## config.mk

```make
export PLATFORM = sky130hd
export DESIGN_NAME = charger_output_tick_controller_unit
export DESIGN_NICKNAME = d
export VERILOG_FILES = /design/src/rtl/cotc_pkg.sv /design/src/rtl/cotc_regs.sv /design/src/rtl/cotc_step.sv /design/src/rtl/charger_output_tick_controller_unit.sv
export SDC_FILE = /design/constraint.sdc
export NUM_CORES = 1
export LEC_CHECK = 0
export BUFFER_PORTS_ARGS = -buffer_cell sky130_fd_sc_hd__buf_2
export CORE_MARGIN = 5
export CORE_UTILIZATION = 55
export CTS_CLUSTER_SIZE = 10
export DETAILED_ROUTE_END_ITERATION = 12
export PLACE_DENSITY = 0.88
export SLEW_MARGIN = 15
export SYNTH_ARGS = -nofsm -noshare
export SYNTH_HDL_FRONTEND = slang
export SYNTH_SLANG_ARGS = --single-unit
export TNS_END_PERCENT = 20
```

## constraint.sdc

```tcl
create_clock -name clk -period 4.3 [get_ports clk]
set_input_delay 0.86 -clock clk [delete_from_list [all_inputs] [get_ports clk]]
set_output_delay 0.86 -clock clk [all_outputs]
set_load 0.03 [all_outputs]
```

## src/rtl/cotc_pkg.sv

```systemverilog
`timescale 1ns / 1ps
// ----------------------------------------------------------------------------
// Charger output tick controller package
// Shared types, register map and the constant tables of the test sequence.
// ----------------------------------------------------------------------------
package cotc_pkg;

	localparam int unsigned ADDR_W = 4;

	// Register indexes, taken from paddr[3:2].
	localparam logic [1:0] REG_UNLOCK_CODE   = 2'd0;
	localparam logic [1:0] REG_PULL_IN_TICKS = 2'd1;
	localparam logic [1:0] REG_ECONOMY_DUTY  = 2'd2;

	localparam logic [15:0] UNLOCK_CODE_RST   = 16'd3411;
	localparam logic [7:0]  PULL_IN_TICKS_RST = 8'd66;
	localparam logic [15:0] ECONOMY_DUTY_RST  = 16'd40000;

	localparam logic [4:0]  TEST_OFF        = 5'd0;
	localparam logic [4:0]  TEST_FIRST_STEP = 5'd1;
	localparam logic [4:0]  TEST_LAST_STEP  = 5'd23;
	localparam logic [4:0]  RGB_LAST_STEP   = 5'd8;
	localparam logic [4:0]  BRIDGE_FIRST    = 5'd9;
	localparam logic [4:0]  BRIDGE_LAST     = 5'd17;
	localparam logic [4:0]  CONT_FIRST      = 5'd18;
	localparam logic [3:0]  PHASE_RELOAD    = 4'd10;
	localparam logic [3:0]  ALIVE_THRESHOLD = 4'd5;
	localparam logic [7:0]  PULL_IN_MAX     = 8'd255;
	localparam logic [15:0] FULL_DUTY       = 16'd65535;

	// LED codes: bit0 red, bit1 green, bit2 blue.
	localparam logic [2:0] LED_OFF   = 3'd0;
	localparam logic [2:0] LED_RED   = 3'd1;
	localparam logic [2:0] LED_GREEN = 3'd2;
	localparam logic [2:0] LED_BLUE  = 3'd4;
	localparam logic [2:0] LED_CYAN  = 3'd6;
	localparam logic [2:0] LED_WHITE = 3'd7;

	localparam logic [2:0] RGB_SEQ [8] = '{
		LED_RED, LED_OFF, LED_GREEN, LED_OFF, LED_BLUE, LED_OFF, LED_WHITE, LED_OFF
	};
	localparam logic [15:0] BRIDGE_A_SEQ [9] = '{
		16'd0, 16'd6500, 16'd32768, 16'd65535, 16'd0, 16'd0, 16'd0, 16'd0, 16'd0
	};
	localparam logic [15:0] BRIDGE_B_SEQ [9] = '{
		16'd0, 16'd0, 16'd0, 16'd0, 16'd0, 16'd6500, 16'd32768, 16'd65535, 16'd0
	};
	localparam logic [15:0] CONT_A_SEQ [6] = '{
		16'd0, 16'd65535, 16'd50000, 16'd0, 16'd0, 16'd0
	};
	localparam logic [15:0] CONT_B_SEQ [6] = '{
		16'd0, 16'd0, 16'd0, 16'd65535, 16'd50000, 16'd0
	};

	typedef struct packed {
		logic [15:0] unlock_code;
		logic [7:0]  pull_in_ticks;
		logic [15:0] economy_duty;
	} cotc_cfg_t;

	typedef struct packed {
		logic [4:0]  test_step;
		logic [3:0]  phase_timer;
		logic [7:0]  pull_in_count;
		logic [7:0]  blink_divider;
		logic [2:0]  rgb_hold;
		logic        alive_hold;
		logic [15:0] bridge_a;
		logic [15:0] bridge_b;
		logic [15:0] contactor_a;
		logic [15:0] contactor_b;
	} cotc_state_t;

	typedef struct packed {
		logic [15:0] checkpoint;
		logic [15:0] button_code;
		logic        contactor_request;
	} cotc_item_t;

endpackage

```

## src/rtl/cotc_regs.sv

```systemverilog
`timescale 1ns / 1ps
// ----------------------------------------------------------------------------
// Configuration registers
// APB-style register file holding unlock code, pull-in length and economy duty.
// ----------------------------------------------------------------------------
module cotc_regs
	import cotc_pkg::*;
(
	input  logic              clk,
	input  logic              arst_n,
	input  logic              psel,
	input  logic              penable,
	input  logic              pwrite,
	input  logic [ADDR_W-1:0] paddr,
	input  logic [31:0]       pwdata,
	output logic [31:0]       prdata,
	output logic              pready,
	output cotc_cfg_t         cfg
);

	cotc_cfg_t  cfg_q;
	logic       wr_en;
	logic [1:0] reg_idx;

	assign pready  = 1'b1;
	assign wr_en   = psel & penable & pwrite & pready;
	assign reg_idx = paddr[3:2];

	always_ff @(posedge clk or negedge arst_n) begin
		if (!arst_n) begin
			cfg_q.unlock_code   <= UNLOCK_CODE_RST;
			cfg_q.pull_in_ticks <= PULL_IN_TICKS_RST;
			cfg_q.economy_duty  <= ECONOMY_DUTY_RST;
		end else if (wr_en) begin
			case (reg_idx)
				REG_UNLOCK_CODE:   cfg_q.unlock_code   <= pwdata[15:0];
				REG_PULL_IN_TICKS: cfg_q.pull_in_ticks <= pwdata[7:0];
				REG_ECONOMY_DUTY:  cfg_q.economy_duty  <= pwdata[15:0];
				default: ;
			endcase
		end
	end

	always_comb begin
		case (reg_idx)
			REG_UNLOCK_CODE:   prdata = {16'd0, cfg_q.unlock_code};
			REG_PULL_IN_TICKS: prdata = {24'd0, cfg_q.pull_in_ticks};
			REG_ECONOMY_DUTY:  prdata = {16'd0, cfg_q.economy_duty};
			default:           prdata = 32'd0;
		endcase
	end

	assign cfg = cfg_q;

endmodule

```

## src/rtl/cotc_step.sv

```systemverilog
`timescale 1ns / 1ps
// ----------------------------------------------------------------------------
// Tick next-state logic
// LED mapping, contactor pull-in control and the output test sequencer.
// ----------------------------------------------------------------------------
module cotc_step
	import cotc_pkg::*;
(
	input  cotc_state_t cur,
	input  cotc_cfg_t   cfg,
	input  cotc_item_t  item,
	output cotc_state_t nxt
);

	logic [7:0]  div_inc;
	logic [7:0]  pic_inc;
	logic [15:0] cp;
	logic [4:0]  step_go;
	logic [4:0]  step_inc;
	logic [3:0]  phase_dec;
	logic [3:0]  bridge_off;
	logic [2:0]  cont_off;

	assign cp        = item.checkpoint;
	assign div_inc   = cur.blink_divider + 8'd1;
	assign pic_inc   = (cur.pull_in_count < PULL_IN_MAX) ? cur.pull_in_count + 8'd1
	                                                     : cur.pull_in_count;
	assign phase_dec = cur.phase_timer - 4'd1;

	always_comb begin
		nxt        = cur;
		step_go    = cur.test_step;
		step_inc   = 5'd0;
		bridge_off = 4'd0;
		cont_off   = 3'd0;

		// Normal mode: LED pattern and contactor drive.
		if (cur.test_step == TEST_OFF) begin
			nxt.blink_divider = div_inc;
			if (cp < 16'd100)
				nxt.rgb_hold = LED_WHITE;
			else if (cp < 16'd150)
				nxt.rgb_hold = LED_GREEN;
			else if (cp > 16'd150 && cp <= 16'd530)
				nxt.rgb_hold = div_inc[2] ? LED_GREEN : LED_OFF;
			else if (cp >= 16'd540 && cp < 16'd560)
				nxt.rgb_hold = div_inc[1] ? LED_GREEN : LED_OFF;
			else if (cp >= 16'd560 && cp < 16'd700)
				nxt.rgb_hold = div_inc[1] ? LED_BLUE : LED_OFF;
			else if (cp >= 16'd700 && cp < 16'd800)
				nxt.rgb_hold = LED_BLUE;
			else if (cp >= 16'd800 && cp < 16'd900)
				nxt.rgb_hold = div_inc[0] ? LED_BLUE : LED_GREEN;
			else if (cp == 16'd900)
				nxt.rgb_hold = LED_CYAN;
			else if (cp > 16'd1000)
				nxt.rgb_hold = LED_RED;

			if (!item.contactor_request) begin
				nxt.pull_in_count = 8'd0;
				nxt.contactor_a   = 16'd0;
				nxt.contactor_b   = 16'd0;
			end else begin
				nxt.pull_in_count = pic_inc;
				nxt.contactor_a   = (pic_inc < cfg.pull_in_ticks) ? FULL_DUTY
				                                                  : cfg.economy_duty;
				nxt.contactor_b   = nxt.contactor_a;
			end
		end

		// Phase timer and test sequencer.
		if (cur.phase_timer != 4'd0) begin
			nxt.phase_timer = phase_dec;
			nxt.alive_hold  = (phase_dec > ALIVE_THRESHOLD);
		end else begin
			nxt.phase_timer = PHASE_RELOAD;
			if (item.button_code == cfg.unlock_code && cur.test_step == TEST_OFF)
				step_go = TEST_FIRST_STEP;
			if (step_go != TEST_OFF) begin
				bridge_off = 4'(step_go - BRIDGE_FIRST);
				cont_off   = 3'(step_go - CONT_FIRST);
				if (step_go <= RGB_LAST_STEP) begin
					nxt.rgb_hold = RGB_SEQ[3'(step_go - TEST_FIRST_STEP)];
				end else if (step_go <= BRIDGE_LAST) begin
					nxt.bridge_a = BRIDGE_A_SEQ[bridge_off];
					nxt.bridge_b = BRIDGE_B_SEQ[bridge_off];
				end else if (step_go <= TEST_LAST_STEP) begin
					nxt.contactor_a = CONT_A_SEQ[cont_off];
					nxt.contactor_b = CONT_B_SEQ[cont_off];
				end
				step_inc = step_go + 5'd1;
				nxt.test_step = (step_inc > TEST_LAST_STEP || step_inc == TEST_OFF)
				              ? TEST_FIRST_STEP : step_inc;
			end
		end
	end

endmodule

```

## src/rtl/charger_output_tick_controller_unit.sv

```systemverilog
`timescale 1ns / 1ps
// ----------------------------------------------------------------------------
// Charger output tick controller
// Per-tick LED pattern, contactor PWM and output test sequencer with an
// APB-style configuration port and stream input and output channels.
// ----------------------------------------------------------------------------
// Pipeline: an accepted item is held in the input register, then its result
// in the result register until the receiver takes it.
// Throughput: one item per cycle while the receiver keeps up; the tick state
// recurrence is combinational compares and counter updates in cotc_step. Input
// stalls only while both registers are full and the receiver holds m_tready low.
// Reset: arst_n clears all tick state, both pipeline valids and loads the
// registers with unlock code 3411, pull-in 66 ticks and economy duty 40000.
// ----------------------------------------------------------------------------
module charger_output_tick_controller_unit
	import cotc_pkg::*;
(
	input  logic              clk,
	input  logic              arst_n,
	// Configuration port.
	input  logic              psel,
	input  logic              penable,
	input  logic              pwrite,
	input  logic [ADDR_W-1:0] paddr,
	input  logic [31:0]       pwdata,
	output logic [31:0]       prdata,
	output logic              pready,
	// Tick items in.
	input  logic              s_tvalid,
	output logic              s_tready,
	// [15:0] checkpoint, [31:16] button_code, [32] contactor_request, [39:33] zero
	input  logic [39:0]       s_tdata,
	// Results out.
	output logic              m_tvalid,
	input  logic              m_tready,
	// [2:0] rgb_leds, [3] alive_led, [19:4] bridge_duty_a, [35:20] bridge_duty_b,
	// [51:36] contactor_duty_a, [67:52] contactor_duty_b, [68] test_active,
	// [71:69] zero
	output logic [71:0]       m_tdata
);

	cotc_cfg_t   cfg;
	cotc_state_t state_q;
	cotc_state_t state_d;
	cotc_item_t  item_s1;
	logic        valid_s1;
	logic        valid_s2;
	logic        adv_s1;
	logic [71:0] data_s2;

	cotc_regs u_regs (
		.clk     (clk),
		.arst_n  (arst_n),
		.psel    (psel),
		.penable (penable),
		.pwrite  (pwrite),
		.paddr   (paddr),
		.pwdata  (pwdata),
		.prdata  (prdata),
		.pready  (pready),
		.cfg     (cfg)
	);

	// The item in stage one is applied to the tick state when it moves into
	// the result register, so each item sees the state left by the one before.
	assign adv_s1   = valid_s1 & (~valid_s2 | m_tready);
	assign s_tready = ~valid_s1 | adv_s1;

	always_ff @(posedge clk or negedge arst_n) begin
		if (!arst_n) begin
			valid_s1 <= 1'b0;
		end else if (s_tready) begin
			valid_s1 <= s_tvalid;
		end
	end

	// Input payload register; no reset needed.
	always_ff @(posedge clk) begin
		if (s_tvalid && s_tready) begin
			item_s1.checkpoint        <= s_tdata[15:0];
			item_s1.button_code       <= s_tdata[31:16];
			item_s1.contactor_request <= s_tdata[32];
		end
	end

	cotc_step u_step (
		.cur  (state_q),
		.cfg  (cfg),
		.item (item_s1),
		.nxt  (state_d)
	);

	always_ff @(posedge clk or negedge arst_n) begin
		if (!arst_n) begin
			state_q  <= '0;
			valid_s2 <= 1'b0;
		end else begin
			if (adv_s1)
				state_q <= state_d;
			if (adv_s1)
				valid_s2 <= 1'b1;
			else if (m_tready)
				valid_s2 <= 1'b0;
		end
	end

	// Result register: the held outputs after this tick.
	always_ff @(posedge clk) begin
		if (adv_s1) begin
			data_s2 <= {3'd0, (state_d.test_step != TEST_OFF),
			            state_d.contactor_b, state_d.contactor_a,
			            state_d.bridge_b, state_d.bridge_a,
			            state_d.alive_hold, state_d.rgb_hold};
		end
	end

	assign m_tvalid = valid_s2;
	assign m_tdata  = data_s2;

	// Once started, the test sequence never stops.
	a_test_sticky: assert property (@(posedge clk) disable iff (!arst_n)
		state_q.test_step != TEST_OFF |=> state_q.test_step != TEST_OFF)
		else $error("test sequence left running state");

	// The step counter stays within the defined sequence.
	a_step_range: assert property (@(posedge clk) disable iff (!arst_n)
		state_q.test_step <= TEST_LAST_STEP)
		else $error("test step out of range");

	// Phase timer never exceeds its reload value.
	a_phase_range: assert property (@(posedge clk) disable iff (!arst_n)
		state_q.phase_timer <= PHASE_RELOAD)
		else $error("phase timer out of range");

	// While the sequence runs, the pull-in counter and divider are frozen.
	a_frozen: assert property (@(posedge clk) disable iff (!arst_n)
		state_q.test_step != TEST_OFF |=>
		state_q.pull_in_count == $past(state_q.pull_in_count) &&
		state_q.blink_divider == $past(state_q.blink_divider))
		else $error("normal logic advanced during test sequence");

	// State only changes when an item moves into the result register.
	a_state_hold: assert property (@(posedge clk) disable iff (!arst_n)
		!adv_s1 |=> $stable(state_q))
		else $error("tick state changed without an item");

endmodule

```

==> summary.txt, run 1 <==
placed insts: 1362
Clock transition at path regs: 0.06 ns
Post-DP HPWL: 16500 um
FMAX: 259 MHz
register area share after synthesis: 0.584
Power per Cell Area: 468 nW/um^2
worst path arrival time: 4.24 ns
postcts setup bufs: 0
Horiz. Die Dim: 150 um
flops & latches, synth: 232
Mapped Cells: 986
Setup violations, final: 0
vias per cell: 5.60
Avg Cell Area, Syn: 11.0 um^2
clock buffer depth: 3
post-synthesis mux area share: 0.0652
final non-filler cell total: 1411
post-synthesis simple-gate area fraction: 0.152
clk_lat worst skew: 0.53 ns
Crit. End Element: flip-flop
Layout Utilization: 0.645
worst-path fanout max: 11
combinational group share of total power: 0.171
Clock Sinks: 232
Netlist cell types: 71
routed len/inst: 17.1 um
CP Launch Type: flip-flop
Critical Path RT: 4.68 ns
global placer's final weighted congestion: 0.854
drt drc: 0
top cells by area, synth: edfxtp_1 (28%), dfrtp_1 (27%), nand2_1 (8.3%)
via count: 7899
final hold violations: 0
Relative slew margins: 0.463
VDD IR max: 0.311 mV
r2r worst-path depth: 14
initial drt markers: 553
antenna violations before repair: 0
post-synthesis xor/xnor area fraction: 0.0226
worst-margin pin slew: 0.803 ns
Port Buffer Count: 144
share of post-route cells with drive strength above 1: 0.232
Synth Area in Compound Gates: 0.113
ys async rst share: 0.560
most common cell after layout, fill and taps aside: nand2_1
largest net degree at the start of global routing: 131
Post-CTS Hold Buffers: 0
Yosys top cell area share: 0.283
Syn-to-layout area delta: 15.7%
Chip Height: 150 um
Max Clock Skew: 0.0225 ns
HP Class: input pin to async pin
YS warnings: 0
status: completed
Max-Cap Viols: 0
Clk pwr share: 0.343
H-tree levels: 1
# IOs: 190
Antenna diodes: 0
Psw: 1.66 mW
Row Count: 51
Overall Global Routing Usage: 0.216
area leader, netlist: edfxtp_1
antenna-violating nets left: 0
Synth Area in Adders: 0.0242
Final Max Slew Viols: 0
Post-Route WL: 24200 um
vias in the first global route: 7631
Int Pwr: 4.21 mW
final worst path period need: 3.87 ns
Hold Worst Slack: 0.415 ns
first-pass GRT wire length: 39100 um
CTS tree: built
die footprint: 22600 um^2
Pre-Repair DR Iteration Count: 6
gr ovfl total: 0
CTS Buf Count: 27
Starting Density: 0.557
sw frac: 0.283
Final Cycle Share: 0.900
leakage: 5.72 nW
Post-synth EDFFs: 102
Post-synth top flop: dfrtp_1
mapped cell area: 10800 um^2
Setup CP Type: flip-flop to flip-flop
commonest non-fill, non-tap cells in the layout: nand2_1 (240), buf_2 (143), dfrtp_1 (116)
largest family of logic cells by synthesized area: simple AND/OR/NAND/NOR gates
CORE AREA: 19500 um^2
sequential power share: 0.486
unrepaired setup endpoints after global routing: false
clk root buf: clkbuf_16
post-cts sizing count: 0
nets@finish: 1230
Setup Total Neg Slack: 0 ns
power groups by stage:
stage	registers, mW	clock network [mW]	logic (mW)
6_report	2.85	2.01	1.00
5_1_grt	2.88	2.15	1.10
4_1_cts	2.85	2.05	1.01
3_5_place_dp	2.88	0	0.998
3_3_place_gp	2.86	0	0.958
2_1_floorplan	2.93	0	0.627
Yosys cell counts (all sizes together) (3+ instances only):
cell type / instances
nand4: 3
nor2: 34
edfxtp: 102
nor3: 9
a21o: 4
a211oi: 3
inv: 21
a31oi: 5
nand3: 19
ha: 21
nor2b: 6
nand2: 240
o21ai: 46
mux2: 45
a221oi: 4
or2: 3
o22ai: 4
and3: 3
and4: 4
a21oi: 52
and2: 22
o31ai: 6
clkbuf: 34
dfrtp: 116
nand2b: 7
a22o: 26
or3: 6
dfstp: 14
mux2i: 20
xor2: 18
buf: 32
a32o: 6
xnor2: 10
o211ai: 3
nor4: 6
kinds of logic after synthesis:
logic type | count (synthesis)
other | 2
XOR/XNOR | 28
adder cells (fa/ha/maj) | 21
flip-flops | 232
AO/OA/AOI/OAI | 181
AND/OR/NAND/NOR | 370
buffers and inverters | 87
multiplexers | 65
worst max-delay path, stage by stage, from the launching register on:
cell and delay (ns):
dfrtp_1 0.50, or4_4 0.57, nor2_1 0.15, nand3_1 0.14, o21bai_1 0.16, buf_4 0.18, inv_1 0.16, ha_1 0.33
nand2b_1 0.15, and3_1 0.19, inv_1 0.05, or3_1 0.30, mux2i_1 0.36, nand2_1 0.32, nand2_1 0.16
state kept, by name (all words and copies together), names as in the netlist:
name / flops
u_regs.cfg: 40
m_tdata: 69
m_tvalid: 1
item_s1: 33
state_q: 88
valid_s1: 1
layout make-up:
cell class	count	area [um^2]
fillers	1456	6920
flip-flops and latches	232	6330
multi-input cells	685	4180
repair buffers	159	848
clock buffers	47	761
well taps	265	332
inverters	21	80.1
clock inverters	2	13.8
routing by layer:
layer,vias to the layer above,GRT usage,part of all wire,routed length (um)
met5,-,0,0,0
met4,0,0.0764,0.032,763
met3,61,0.0379,0.081,1970
met2,357,0.346,0.47,11400
met1,3756,0.298,0.41,10000
li1,3725,-,-,-
final timing paths:
| path | endpoint | start | slack, ns |
|---|---|---|---|
| min in group clk | state_q[60] | state_q[60] | 0.47 |
| max in group asynchronous | state_q[61] | arst_n | 3.34 |
| worst min-delay path | u_regs.cfg[27] | arst_n | 0.41 |
| worst max register to register | m_tdata[30] | state_q[91] | 0.43 |
| worst max-delay path | m_tdata[30] | state_q[91] | 0.43 |
| worst min register to register | state_q[60] | state_q[60] | 0.47 |
stage by stage:
step	instance area, um^2	power (mW)	worst slack (ns)
3_3_place_gp	11800	3.82	0.596
4_1_cts	12500	5.90	0.477
2_1_floorplan	10900	3.56	0.289
5_1_grt	12500	6.13	0.188
6_report	12500	5.87	0.432
3_5_place_dp	11800	3.88	0.516
Power figures use the tool's default switching activity.
==> run 2: changes to the inputs <==
--- a/config.mk
+++ b/config.mk
@@ -7,10 +7,10 @@
 export LEC_CHECK = 0
 export BUFFER_PORTS_ARGS = -buffer_cell sky130_fd_sc_hd__buf_2
 export CORE_MARGIN = 5
-export CORE_UTILIZATION = 55
+export CORE_UTILIZATION = 56
 export CTS_CLUSTER_SIZE = 10
 export DETAILED_ROUTE_END_ITERATION = 12
-export PLACE_DENSITY = 0.88
+export PLACE_DENSITY = 0.89
 export SLEW_MARGIN = 15
 export SYNTH_ARGS = -nofsm -noshare
 export SYNTH_HDL_FRONTEND = slang
==> constraint.sdc (replaced) <==
create_clock -name clk -period 3.8 [get_ports clk]
set_input_delay 0.76 -clock clk [delete_from_list [all_inputs] [get_ports clk]]
set_output_delay 0.76 -clock clk [all_outputs]
set_load 0.03 [all_outputs]
==> run 2 against run 1 <==
Net effect: worst setup slack worse by 0.30 ns; largest power group unchanged; power grew 14%; wire length up 3.1%.
==> summary.txt, run 2 (same netlist as run 1, synthesis figures left out) <==
Setup violations, final: 0
final worst path period need: 3.67 ns
Clock transition at path regs: 0.06 ns
sequential power share: 0.484
share of post-route cells with drive strength above 1: 0.241
Clk pwr share: 0.346
Final Cycle Share: 0.965
via count: 8035
routed len/inst: 17.7 um
global placer's final weighted congestion: 0.918
worst path arrival time: 4.15 ns
Post-CTS Hold Buffers: 0
met3 Usage GRT: 0.0371
placed insts: 1360
Top reg by flops: state_q
Chip Height: 149 um
CTS Buf Count: 27
Starting Density: 0.574
Int Pwr: 4.76 mW
vias in the first global route: 7907
vias per cell: 5.70
combinational group share of total power: 0.171
largest net degree at the start of global routing: 62
Overall Global Routing Usage: 0.223
Largest register FFs: 88
CORE AREA: 18900 um^2
Syn-to-layout area delta: 16.3%
Setup WS pre-CTS: 0.0855 ns
clk root buf: clkbuf_16
H-tree levels: 1
commonest non-fill, non-tap cells in the layout: nand2_1 (238), buf_2 (143), dfrtp_1 (116)
first-pass GRT wire length: 40200 um
Clock Sinks: 232
VDD IR max: 0.404 mV
Final Max Slew Viols: 0
nets@finish: 1233
initial drt markers: 767
Horiz. Die Dim: 149 um
HP Class: input pin to async pin
gr ovfl total: 0
storage element area: 6330 um^2
Crit. End Element: flip-flop
final non-filler cell total: 1410
Pre-Repair DR Iteration Count: 5
Setup CP Type: flip-flop to flip-flop
# IOs: 190
FMAX: 273 MHz
Post-Route WL: 24900 um
M2 GR Usage: 0.362
Final WS setup: 0.134 ns
most common cell after layout, fill and taps aside: nand2_1
worst-path fanout max: 10
Port Buffer Count: 144
Setup Total Neg Slack: 0 ns
drt drc: 0
Max-Cap Viols: 0
Row Count: 50
sw frac: 0.286
unrepaired setup endpoints after global routing: true
area of the multi-input gates: 4220 um^2
antenna violations before repair: 0
antenna-violating nets left: 0
Relative slew margins: 0.457
leakage: 5.75 nW
CP Launch Type: flip-flop
die footprint: 22200 um^2
Antenna diodes: 0
Psw: 1.91 mW
Max Clock Skew: 0.0336 ns
global routing's busiest layer: met2
clk_lat worst skew: 0.55 ns
CTS tree: built
final hold violations: 0
worst-margin pin slew: 0.812 ns
status: completed
Post-DP HPWL: 16700 um
met1 GRT Util: 0.306
Fill cells: 1366
Power per Cell Area: 528 nW/um^2
clock buffer depth: 3
Critical Path RT: 4.28 ns
run 2: cell count changes in the layout (fill, tap and decap cells not counted), moves of 2 or more:
cell / delta
buf_4: +2
nand2_1: -2
nand2_2: +2
mux2i_1: -2
clkbuf_1: +2
run 2: worst paths after layout:
check,from,end,slack [ns],depth (start not counted)
min in group clk,s_tdata[1],item_s1[18],0.38,1
max in group asynchronous,arst_n,u_regs.cfg[32],2.64,2
min,arst_n,state_q[78],0.29,1
max reg2reg,state_q[89],state_q[16],0.13,12
max,state_q[89],state_q[16],0.13,12
min reg2reg,state_q[32],state_q[32],0.47,2
run 2: through the flow:
| step | util | area (um^2) | hold WS, ns | total power, mW |
|---|---|---|---|---|
| 3_3_place_gp | 0.624 | 11800 | 0.458 | 4.33 |
| 2_1_floorplan | - | 10900 | 0.447 | 4.02 |
| 4_1_cts | 0.666 | 12600 | 0.311 | 6.68 |
| 3_5_place_dp | 0.624 | 11800 | 0.463 | 4.38 |
| 5_1_grt | 0.667 | 12600 | 0.344 | 6.94 |
| 6_report | 0.667 | 12600 | 0.287 | 6.66 |
run 2: worst max-delay path, cell delays in order, from the launching register on:
cell,delay [ns]
dfrtp_1,0.47
or4_4,0.59
nor2_1,0.20
nand3_1,0.20
o21bai_2,0.23
buf_4,0.19
ha_1,0.27
a21o_1,0.26
a31oi_1,0.07
nand2_2,0.19
a211oi_2,0.08
nor2_1,0.62
a22o_1,0.26
run 2: timing repair:
action                                  CTS  global route
endpoints found under the hold margin     0             0
pin swaps                                 0             0
endpoints found under the setup margin   30           131
setup buffers                             0             0
gates resized for setup                   4             8
run 2: area by class of cell:
cell class / instances / area share
sequential: 232 / 0.502
multi-input combinational: 685 / 0.334
timing repair buffer: 162 / 0.0694
clock buffer: 48 / 0.0598
tap: 260 / 0.0258
inverter: 21 / 0.00635
clock inverter: 2 / 0.00208
run 2: power groups by stage:
stage | Clock, mW | Sequential [mW] | Combinational [mW]
6_report | 2.30 | 3.22 | 1.14
5_1_grt | 2.44 | 3.26 | 1.24
4_1_cts | 2.33 | 3.22 | 1.13
3_5_place_dp | 0 | 3.26 | 1.12
3_3_place_gp | 0 | 3.24 | 1.09
2_1_floorplan | 0 | 3.31 | 0.711
run 2: layer usage:
metal	part of all wire	up-vias
met5	0	-
met4	0.031	0
met3	0.077	69
met2	0.48	374
met1	0.41	3872
li1	-	3720
